## config.mk

```make
export PLATFORM = sky130hd
export DESIGN_NAME = rom_backup_tag_scanner_top
export DESIGN_NICKNAME = d
export VERILOG_FILES = /design/src/rtl/rbts_pkg.sv /design/src/rtl/rbts_cell.sv /design/src/rtl/rbts_matcher.sv /design/src/rtl/rom_backup_tag_scanner_top.sv
export SDC_FILE = /design/constraint.sdc
export NUM_CORES = 1
export LEC_CHECK = 0
export ABC_AREA = 1
export BUFFER_PORTS_ARGS = -buffer_cell sky130_fd_sc_hd__buf_2
export CAP_MARGIN = 30
export CORE_MARGIN = 10
export CORE_UTILIZATION = 43
export CTS_CLUSTER_DIAMETER = 50
export DETAILED_ROUTE_END_ITERATION = 6
export HOLD_SLACK_MARGIN = 0.1
export SKIP_CTS_REPAIR_TIMING = 1
export SLEW_MARGIN = 40
export SYNTH_ARGS = -nofsm -noshare
export SYNTH_HDL_FRONTEND = slang
export SYNTH_SLANG_ARGS = --single-unit
export TNS_END_PERCENT = 5
```

## constraint.sdc

```tcl
create_clock -name clk -period 4.8 [get_ports clk]
set_input_delay 0.24 -clock clk [delete_from_list [all_inputs] [get_ports clk]]
set_output_delay 0.24 -clock clk [all_outputs]
set_load 0.01 [all_outputs]
```

## src/rtl/rbts_pkg.sv

```systemverilog
`default_nettype none
package rbts_pkg;

    localparam int WORD_W   = 32;
    localparam int KIND_W   = 3;
    localparam int CELLS    = 3;
    localparam int SPAN_W   = 80;   // ten bytes checked from the oldest word
    localparam int TAG_N    = 6;

    localparam logic [KIND_W-1:0] KIND_NONE     = 3'd0;
    localparam logic [KIND_W-1:0] KIND_EEPROM   = 3'd1;
    localparam logic [KIND_W-1:0] KIND_SRAM     = 3'd2;
    localparam logic [KIND_W-1:0] KIND_FLASH64  = 3'd3;
    localparam logic [KIND_W-1:0] KIND_FLASH128 = 3'd4;

    typedef struct packed {
        logic shift;
        logic clear;
    } cell_ctrl_t;

    // Tag text, byte 0 in bits 7:0, with a mask over the bytes that count.
    typedef struct packed {
        logic [SPAN_W-1:0] text;
        logic [SPAN_W-1:0] mask;
        logic [KIND_W-1:0] kind;
    } tag_t;

    localparam tag_t TAGS [TAG_N] = '{
        // eeprom tag
        '{80'h0000_565F_4D4F_5250_4545, 80'h0000_FFFF_FFFF_FFFF_FFFF, KIND_EEPROM},
        // sram tag
        '{80'h0000_0000_565F_4D41_5253, 80'h0000_0000_FFFF_FFFF_FFFF, KIND_SRAM},
        // sram tag, F variant
        '{80'h0000_565F_465F_4D41_5253, 80'h0000_FFFF_FFFF_FFFF_FFFF, KIND_SRAM},
        // flash tag
        '{80'h0000_0056_5F48_5341_4C46, 80'h0000_00FF_FFFF_FFFF_FFFF, KIND_FLASH64},
        // flash tag, 512 variant
        '{80'h565F_3231_3548_5341_4C46, 80'hFFFF_FFFF_FFFF_FFFF_FFFF, KIND_FLASH64},
        // flash tag, 1M variant
        '{80'h0056_5F4D_3148_5341_4C46, 80'h00FF_FFFF_FFFF_FFFF_FFFF, KIND_FLASH128}
    };

endpackage
`default_nettype wire

```

## src/rtl/rbts_cell.sv

```systemverilog
`default_nettype none
module rbts_cell (
    input  wire logic                          clk,
    input  wire logic                          rst_n,
    input  wire rbts_pkg::cell_ctrl_t          ctrl,
    input  wire logic [rbts_pkg::WORD_W-1:0]   word_in,
    input  wire logic                          valid_in,
    output logic      [rbts_pkg::WORD_W-1:0]   word_out,
    output logic                               valid_out
);

    logic [rbts_pkg::WORD_W-1:0] word_reg;
    logic                        valid_reg;
    logic                        valid_next;

    always_comb
    begin
        valid_next = valid_reg;
        if (ctrl.shift)
        begin
            valid_next = valid_in;
        end
        if (ctrl.clear)
        begin
            valid_next = 1'b0;
        end
    end

    always_ff @(posedge clk or negedge rst_n)
    begin
        if (!rst_n)
        begin
            valid_reg <= 1'b0;
        end
        else
        begin
            valid_reg <= valid_next;
        end
    end

    always_ff @(posedge clk)
    begin
        if (ctrl.shift)
        begin
            word_reg <= word_in;
        end
    end

    assign word_out  = word_reg;
    assign valid_out = valid_reg;

endmodule
`default_nettype wire

```

## src/rtl/rbts_matcher.sv

```systemverilog
`default_nettype none
module rbts_matcher (
    input  wire logic [rbts_pkg::WORD_W-1:0] word0,
    input  wire logic [rbts_pkg::WORD_W-1:0] word1,
    input  wire logic [rbts_pkg::WORD_W-1:0] word2,
    output logic      [rbts_pkg::KIND_W-1:0] kind
);

    logic [rbts_pkg::SPAN_W-1:0] span;
    logic [rbts_pkg::TAG_N-1:0]  hit;

    assign span = {word2[15:0], word1, word0};

    always_comb
    begin
        for (int t = 0; t < rbts_pkg::TAG_N; t++)
        begin
            hit[t] = ((span ^ rbts_pkg::TAGS[t].text) & rbts_pkg::TAGS[t].mask) == '0;
        end
    end

    // first tag in table order wins
    always_comb
    begin
        kind = rbts_pkg::KIND_NONE;
        for (int t = rbts_pkg::TAG_N - 1; t >= 0; t--)
        begin
            if (hit[t])
            begin
                kind = rbts_pkg::TAGS[t].kind;
            end
        end
    end

endmodule
`default_nettype wire

```

## src/rtl/rom_backup_tag_scanner_top.sv

```systemverilog
// rom_backup_tag_scanner_top
// Scans a ROM image for backup-media tags at word-aligned offsets.
// Input channel (in_valid/in_ready): one request per ROM word, little-endian,
// with is_final set on the last word of the image.
// Output channel (out_valid/out_ready): one request per image, carrying
// save_kind (0 none, 1 eeprom, 2 sram, 3 flash 64KiB, 4 flash 128KiB).
// Throughput: one word per cycle while the output is not stalled, through a row
// of three word cells that shift in step with each accepted word.
// save_kind is registered, valid in the cycle after the final word is taken.
// A position is checked when the third word after it arrives, so the last
// three words of an image never start a tag; images under four words give 0.
// The first matching position sets the kind; later matches are ignored.
// Stall: the result sits in an output register; while it waits and
// out_ready is low, in_ready drops. Non-final words still flow while the
// output register is empty.
// Reset: asynchronous, clears the cell valid bits, the match flag and the
// output valid; the block is ready on the first cycle after reset.
`default_nettype none
module rom_backup_tag_scanner_top (
    input  wire logic                          clk,
    input  wire logic                          rst_n,
    input  wire logic                          in_valid,
    output logic                               in_ready,
    input  wire logic [rbts_pkg::WORD_W-1:0]   rom_word,
    input  wire logic                          is_final,
    output logic                               out_valid,
    input  wire logic                          out_ready,
    output logic      [rbts_pkg::KIND_W-1:0]   save_kind
);

    localparam int CELLS = rbts_pkg::CELLS;

    logic [rbts_pkg::WORD_W-1:0] cell_word  [CELLS];
    logic                        cell_valid [CELLS];
    rbts_pkg::cell_ctrl_t        cell_ctrl;

    logic                        accept;
    logic                        window_full;
    logic [rbts_pkg::KIND_W-1:0] match_kind;
    logic [rbts_pkg::KIND_W-1:0] check_kind;
    logic [rbts_pkg::KIND_W-1:0] image_kind;

    logic                        found_reg,     found_next;
    logic [rbts_pkg::KIND_W-1:0] kind_reg,      kind_next;
    logic                        out_valid_reg, out_valid_next;
    logic [rbts_pkg::KIND_W-1:0] out_kind_reg,  out_kind_next;

    // Output register frees itself when taken, so a new word can enter
    // in the same cycle.
    assign in_ready = !out_valid_reg || out_ready;
    assign accept   = in_valid && in_ready;

    assign cell_ctrl.shift = accept;
    assign cell_ctrl.clear = accept && is_final;

    // Cell 0 holds the oldest word, cell CELLS-1 the newest.
    for (genvar i = 0; i < CELLS; i++)
    begin : g_cell
        if (i == CELLS - 1)
        begin : g_head
            rbts_cell u_cell (
                .clk       (clk),
                .rst_n     (rst_n),
                .ctrl      (cell_ctrl),
                .word_in   (rom_word),
                .valid_in  (1'b1),
                .word_out  (cell_word[i]),
                .valid_out (cell_valid[i])
            );
        end
        else
        begin : g_body
            rbts_cell u_cell (
                .clk       (clk),
                .rst_n     (rst_n),
                .ctrl      (cell_ctrl),
                .word_in   (cell_word[i+1]),
                .valid_in  (cell_valid[i+1]),
                .word_out  (cell_word[i]),
                .valid_out (cell_valid[i])
            );
        end
    end

    // Valid bits fill from the head, so the oldest cell being valid means
    // the whole window is full.
    assign window_full = cell_valid[0];

    rbts_matcher u_matcher (
        .word0 (cell_word[0]),
        .word1 (cell_word[1]),
        .word2 (cell_word[2]),
        .kind  (match_kind)
    );

    // Window is checked against the words held before this request shifts in.
    assign check_kind = (window_full && !found_reg) ? match_kind : rbts_pkg::KIND_NONE;
    assign image_kind = found_reg ? kind_reg : check_kind;

    always_comb
    begin
        found_next     = found_reg;
        kind_next      = kind_reg;
        out_valid_next = out_valid_reg && !out_ready;
        out_kind_next  = out_kind_reg;
        if (accept)
        begin
            if (is_final)
            begin
                found_next     = 1'b0;
                kind_next      = rbts_pkg::KIND_NONE;
                out_valid_next = 1'b1;
                out_kind_next  = image_kind;
            end
            else
            begin
                found_next = found_reg || (check_kind != rbts_pkg::KIND_NONE);
                kind_next  = image_kind;
            end
        end
    end

    always_ff @(posedge clk or negedge rst_n)
    begin
        if (!rst_n)
        begin
            found_reg     <= 1'b0;
            kind_reg      <= rbts_pkg::KIND_NONE;
            out_valid_reg <= 1'b0;
        end
        else
        begin
            found_reg     <= found_next;
            kind_reg      <= kind_next;
            out_valid_reg <= out_valid_next;
        end
    end

    always_ff @(posedge clk)
    begin
        out_kind_reg <= out_kind_next;
    end

    assign out_valid = out_valid_reg;
    assign save_kind = out_kind_reg;

endmodule
`default_nettype wire

```

; Word-level counts from Yosys, hierarchy flattened
; Cells that the tools add are included.
[op_classes]
bitwise = 6
muxes = 18
n_reduce_logical = 18
[op_table]
columns = op, count
row1 = logical NOT 80 bit, 6
row2 = NOT 34 bit, 1
row3 = NOT 32 bit, 1
row4 = NOT 31 bit, 1
row5 = NOT 30 bit, 1
row6 = two-way mux 3 bit, 9
row7 = NOT 24 bit, 1
row8 = NOT 23 bit, 1
row9 = two-way mux 1 bit, 9
row10 = logical AND 1 bit, 4
row11 = logical NOT 1 bit, 3
row12 = nonzero test 3 bit, 1
row13 = logical OR 1 bit, 2
row14 = AND reduction 2 bit, 1
row15 = nonzero test 2 bit, 1
[totals]
output_inout_bits = 5
word_cells = 52
ff_bits = 107

; Longest topological paths before layout
[logic_depth]
ltp_word = 12
mapped_depth = 14
ltp_nobuf = 14

; Modules after synthesis
; From an unflattened synthesis, not the netlist that was laid out.
[unflattened]
hier_cells = 321
area_unflattened_um2 = 4180.3
[modules_own_cells]
columns = module, cells_per_inst, seq_area_each_um2, n_inst, area_each_um2
row1 = rbts_cell, 38, 985.9, 3, 1006.0
row2 = rbts_matcher, 172, 0.0, 1, 773.2
row3 = rom_backup_tag_scanner_top, 35, 215.2, 1, 389.1

; Least setup slack after synthesis
; No wires, ideal clock.
[synth_timing]
kind = register to register
start = reg out_valid_reg, in the netlist out_valid
end = reg g_cell[0].g_body.u_cell.word_reg, in the netlist g_cell[0].g_body.u_cell.word_out[0], enable pin
required_ps = 4349
t_arrival_ps = 2615
synth_period_minus_slack_ps = 3066
path_slack_ps = 1734
stages_incl_launch_ff = 4
n_path_buf = 0
path_cell_list = dfrtp_1 -> nand2_1 -> nand2_1 -> inv_1
[synth_via]
elab_chain_len = 3
[synth_lines]
columns = item, line_no
row1 = from (decl), rom_backup_tag_scanner_top.sv:45  ; logic out_valid_reg, out_valid_next;
row2 = from (signal assigned), rom_backup_tag_scanner_top.sv:135  ; out_valid_reg <= out_valid_next;
row3 = logical NOT 1 bit, rom_backup_tag_scanner_top.sv:50  ; assign in_ready = !out_valid_reg || out_ready;
row4 = logical OR 1 bit, rom_backup_tag_scanner_top.sv:50
row5 = named net in_ready, rom_backup_tag_scanner_top.sv:23  ; output logic in_ready,
row6 = logical AND 1 bit, rom_backup_tag_scanner_top.sv:51  ; assign accept = in_valid && in_ready;
row7 = named net accept, rom_backup_tag_scanner_top.sv:37  ; logic accept;
row8 = to (signal assigned), rbts_cell.sv:45  ; word_reg <= word_in;
row9 = to (decl), rbts_cell.sv:12  ; logic [rbts_pkg::WORD_W-1:0] word_reg;
; The timed path passes the listed nets, and every way through them passes these cells.
; A chain may end at the register's enable or synchronous reset.

; Worst setup path in the final report
[layout_timing]
start = reg out_valid_reg, in the netlist out_valid
end = reg g_cell[1].g_body.u_cell.word_reg, in the netlist g_cell[1].g_body.u_cell.word_out[2], enable pin
[layout_via]
elab_chain_len = 3
[layout_lines]
columns = item, line_no
row1 = logical NOT 1 bit, rom_backup_tag_scanner_top.sv:50
row2 = logical OR 1 bit, rom_backup_tag_scanner_top.sv:50
row3 = logical AND 1 bit, rom_backup_tag_scanner_top.sv:51
row4 = named net accept, rom_backup_tag_scanner_top.sv:37
row5 = to (signal assigned), rbts_cell.sv:45
row6 = to (decl), rbts_cell.sv:12
; The timed path passes the listed nets, and every way through them passes these cells.

==> metrics.md <==
| Metric | Value |
|---|---|
| Routability Congestion | 0.8507 |
| HPWL Detailed | 6.055 mm |
| Layout overhead on the synthesized area | 21.27% |
| Post-synth ARST share | approximately 7.5% |
| Final Max Tran Viols | 0 |
| Filler cells | 888 |
| Die H | 121.7 µm |
| Final setup violation count | 0 |
| 1st-iter DRT viols | roughly 160 |
| Critical path fanouts, max | 51 |
| Worst Setup Path Type | reg -> reg |
| CP Capture Type | flip-flop |
| Most instantiated cells after synthesis | edfxtp_1 (99), nand2_1 (88), nor2_1 (77), inv_1 (60), nand3_1 (24) |
| Compound-gate portion of the synthesized area | 0.8720% |
| Most used cell, CP | nand2_1 |
| Unrepaired setup endpoints after global routing | no |
| Largest net degree at the start of global routing | 52 |
| Slowest cell on crit path | buf_4 |
| H-Tree Depth | 3 |
| Post-route design area | about 0.0054 mm² |
| Post-Syn Area | 0.004448 mm² |
| Peak supply drop | 0.1923 mV |
| Initial antenna violation count | 0 |
| Root cell of the clock tree | clkbuf_8 |
| Port Buffers | 41 |
| Synth Area in XOR/XNOR | 0% |
| Most used DFF post-synth | edfxtp_1 |
| Final WL | 8.435 mm |
| CP Cell Sequence | nand2_1 > nand2_1 > clkinv_2 > buf_4 |
| Area after DPL | 0.004832 mm² |
| Number of synthesized flops with an enable pin | 99 |
| CTS tree | yes |
| Cell count after synthesis | 404 |
| Clk sinks | 107 |
| Seq/Total Area, Yosys | between 70 and 80% |
| Post-Synthesis Net Count | roughly 440 |
| Fin Setup TNS | 0 ns |
| Grt total ovfl | 0 |
| Slew margin rel. | 48.57% |
| CTS buffer count | 9 |
| Number of global-route vias before repair | 2,870 |
| Largest register FFs | between 60 and 70 |
| Starting Density | 43.67% |
| Vias per inst | ~4.6 |
| Reg clk slew, reported paths | 0.09 ns |
| YS warnings | 0 |
| DR pass1 iterations | 4 |
| Net count, final | 527 |
| Max incr delay on CP | 0.64 ns |
| # DRC | 0 |
| Part of the cycle the worst path needs | 47.54% |
| Pleak | 2.118 nW |
| Crit-path leading delay family | buffers and inverters |
| Die ar. | roughly 0.015 mm² |
| Share of layout cells above drive strength 1 | between 10% and 20% |
| Status | finished clean |
| Num rows | 37 |
| Post-Syn Area per Cell | 11.01 µm² |
| Power Dens Cells | 349.5 mW/mm² |
| Distinct cells, synth | 21 |
| First-pass GRT wire length | between 10 and 15 mm |
| ANT nets after route | 0 |
| Most frequent cell after synthesis | edfxtp_1 |
| Largest cells by area after synthesis | edfxtp_1 (67%), nand2_1 (7.4%), nor2_1 (6.5%) |
| Core Region | 0.01018 mm² |
| CP required | about 4.8 ns |
| Clock Path Buffers | 2 |
| Class of the worst hold path | in -> reg |
| Synth area leader | edfxtp_1 |
| Worst Path Arrival | 2.29 ns |
| WL per Instance | 13.37 µm |
| Adder-cell area share of the yosys netlist | 0% |
| Worst skew pair latency | 0.37 ns |
| Fmax | approximately 0.44 GHz |
| Crit path buf inv count | 2 |
| Synthesis-stage register bit count | 107 |
| Startpoint types | flip-flop |
| Largest family of logic cells by synthesized area | simple AND/OR/NAND/NOR gates |
| Die width | 121.7 µm |
| Final hold violations | 0 |
| Boundary pin count | 42 |
| Max Clock Skew | 0.01015 ns |
| Max-cap violations | 0 |
| Antenna cells | 0 |
| Vias | 2,933 |
| Total GRT Usage | 11.62% |
| Mux cell area share after synthesis | 0% |
| Worst-Margin Slew | around 0.77 ns |
| Top-area cell type share of the netlist area | 66.84% |
| Min Clock Period, post-route | 2.282 ns |
| Simple-gate share of the synthesized area | 22.56% |
-- where the power goes --
part	total (W)	internal, W	switching, W
clock network	0.000629	0.000343	0.000286
registers	0.00113	0.00109	0.0000394
logic	0.000123	0.0000498	0.0000728
total	0.00189	0.00149	0.000398
-- layout by cell type (no fill, tap or decap), types with 2 or more instances in the layout --
cell           netlist  routed
edfxtp_1            99      99
nand2_1             88      88
nor2_1              77      77
inv_1               60      59
buf_2                0      41
dlygate4sd3_1        0      33
nand3_1             24      24
nor2_2              12      12
nand4_1             11      11
clkbuf_8             0       9
dfrtp_1              8       8
nand2_2              5       5
nor3_1               3       3
clkinv_2             0       3
bufinv_16            0       3
inv_2                2       2
nand3_2              2       2
nor3_2               2       2
o21ai_2              2       2
nand3b_1             2       2
nor4_1               2       2
-- layout make-up --
type / count / area, µm² / area share, %
well taps: 136 / 170.2 / 3.155
repair buffers: 75 / 543.0 / 10.07
clock buffers: 10 / 127.6 / 2.366
inverters: 62 / 234.0 / 4.338
flip-flops and latches: 107 / 3173 / 58.83
multi-input cells: 235 / 1042 / 19.32
clock inverters: 6 / 103.9 / 1.925
-- layer usage --
| metal | vias up | share of wire [%] | GRT usage [%] |
|---|---|---|---|
| li1 | 1495 | - | - |
| met1 | 1349 | 42 | 13.61 |
| met2 | 70 | 50 | 19.35 |
| met3 | 19 | 4.8 | 2.544 |
| met4 | 0 | 2.9 | 6.781 |
| met5 | - | 0 | 0 |
-- stage by stage --
stage / total power (W) / hold WS, ns / instances / worst slack, ns / util [%]
after global placement: 0.001253 / 0.09634 / 582 / 2.568 / 47.44
after floorplan: 0.001210 / -0.05559 / 404 / 1.734 / -
after detailed placement: 0.001258 / 0.09545 / 582 / 2.510 / 47.44
after global routing: 0.001958 / 0.1707 / 631 / 2.327 / 52.96
final: 0.001885 / 0.1507 / 631 / 2.518 / 52.96
after CTS: 0.001881 / -0.3111 / 598 / 2.476 / 49.72
-- path summary, 6_finish.rpt --
| path | from | endpoint | slack [ns] | cells past startpoint |
|---|---|---|---|---|
| hold reg to reg | g_cell[2].g_head.u_cell.word_out[19]$_DFFE_PP_ | g_cell[1].g_body.u_cell.word_out[19]$_DFFE_PP_ | 0.42 | 0 |
| setup / recovery | out_valid$_DFF_PN0_ | g_cell[1].g_body.u_cell.word_out[2]$_DFFE_PP_ | 2.52 | 4 |
| setup reg to reg | out_valid$_DFF_PN0_ | g_cell[1].g_body.u_cell.word_out[2]$_DFFE_PP_ | 2.52 | 4 |
| min in group asynchronous | rst_n | kind_reg[0]$_DFFE_PN0P_ | 0.24 | 2 |
| hold / removal | out_ready | out_valid$_DFF_PN0_ | 0.15 | 4 |
| max in group asynchronous | rst_n | out_valid$_DFF_PN0_ | 4.39 | 2 |
-- logic make-up (layout without fill, tap and decap cells) --
| logic type | Yosys count | after routing |
|---|---|---|
| buf+inv | 62 | 153 |
| compound gates | 6 | 6 |
| flops | 107 | 107 |
| simple gates | 229 | 229 |
-- worst register-to-register path, delay by kind of cell (launching register included) --
family,cells,cell delay (ns)
AND/OR/NAND/NOR,2,0.26
flip-flops,1,0.39
buffers and inverters,2,1.25
Power figures use the tool's default switching activity.
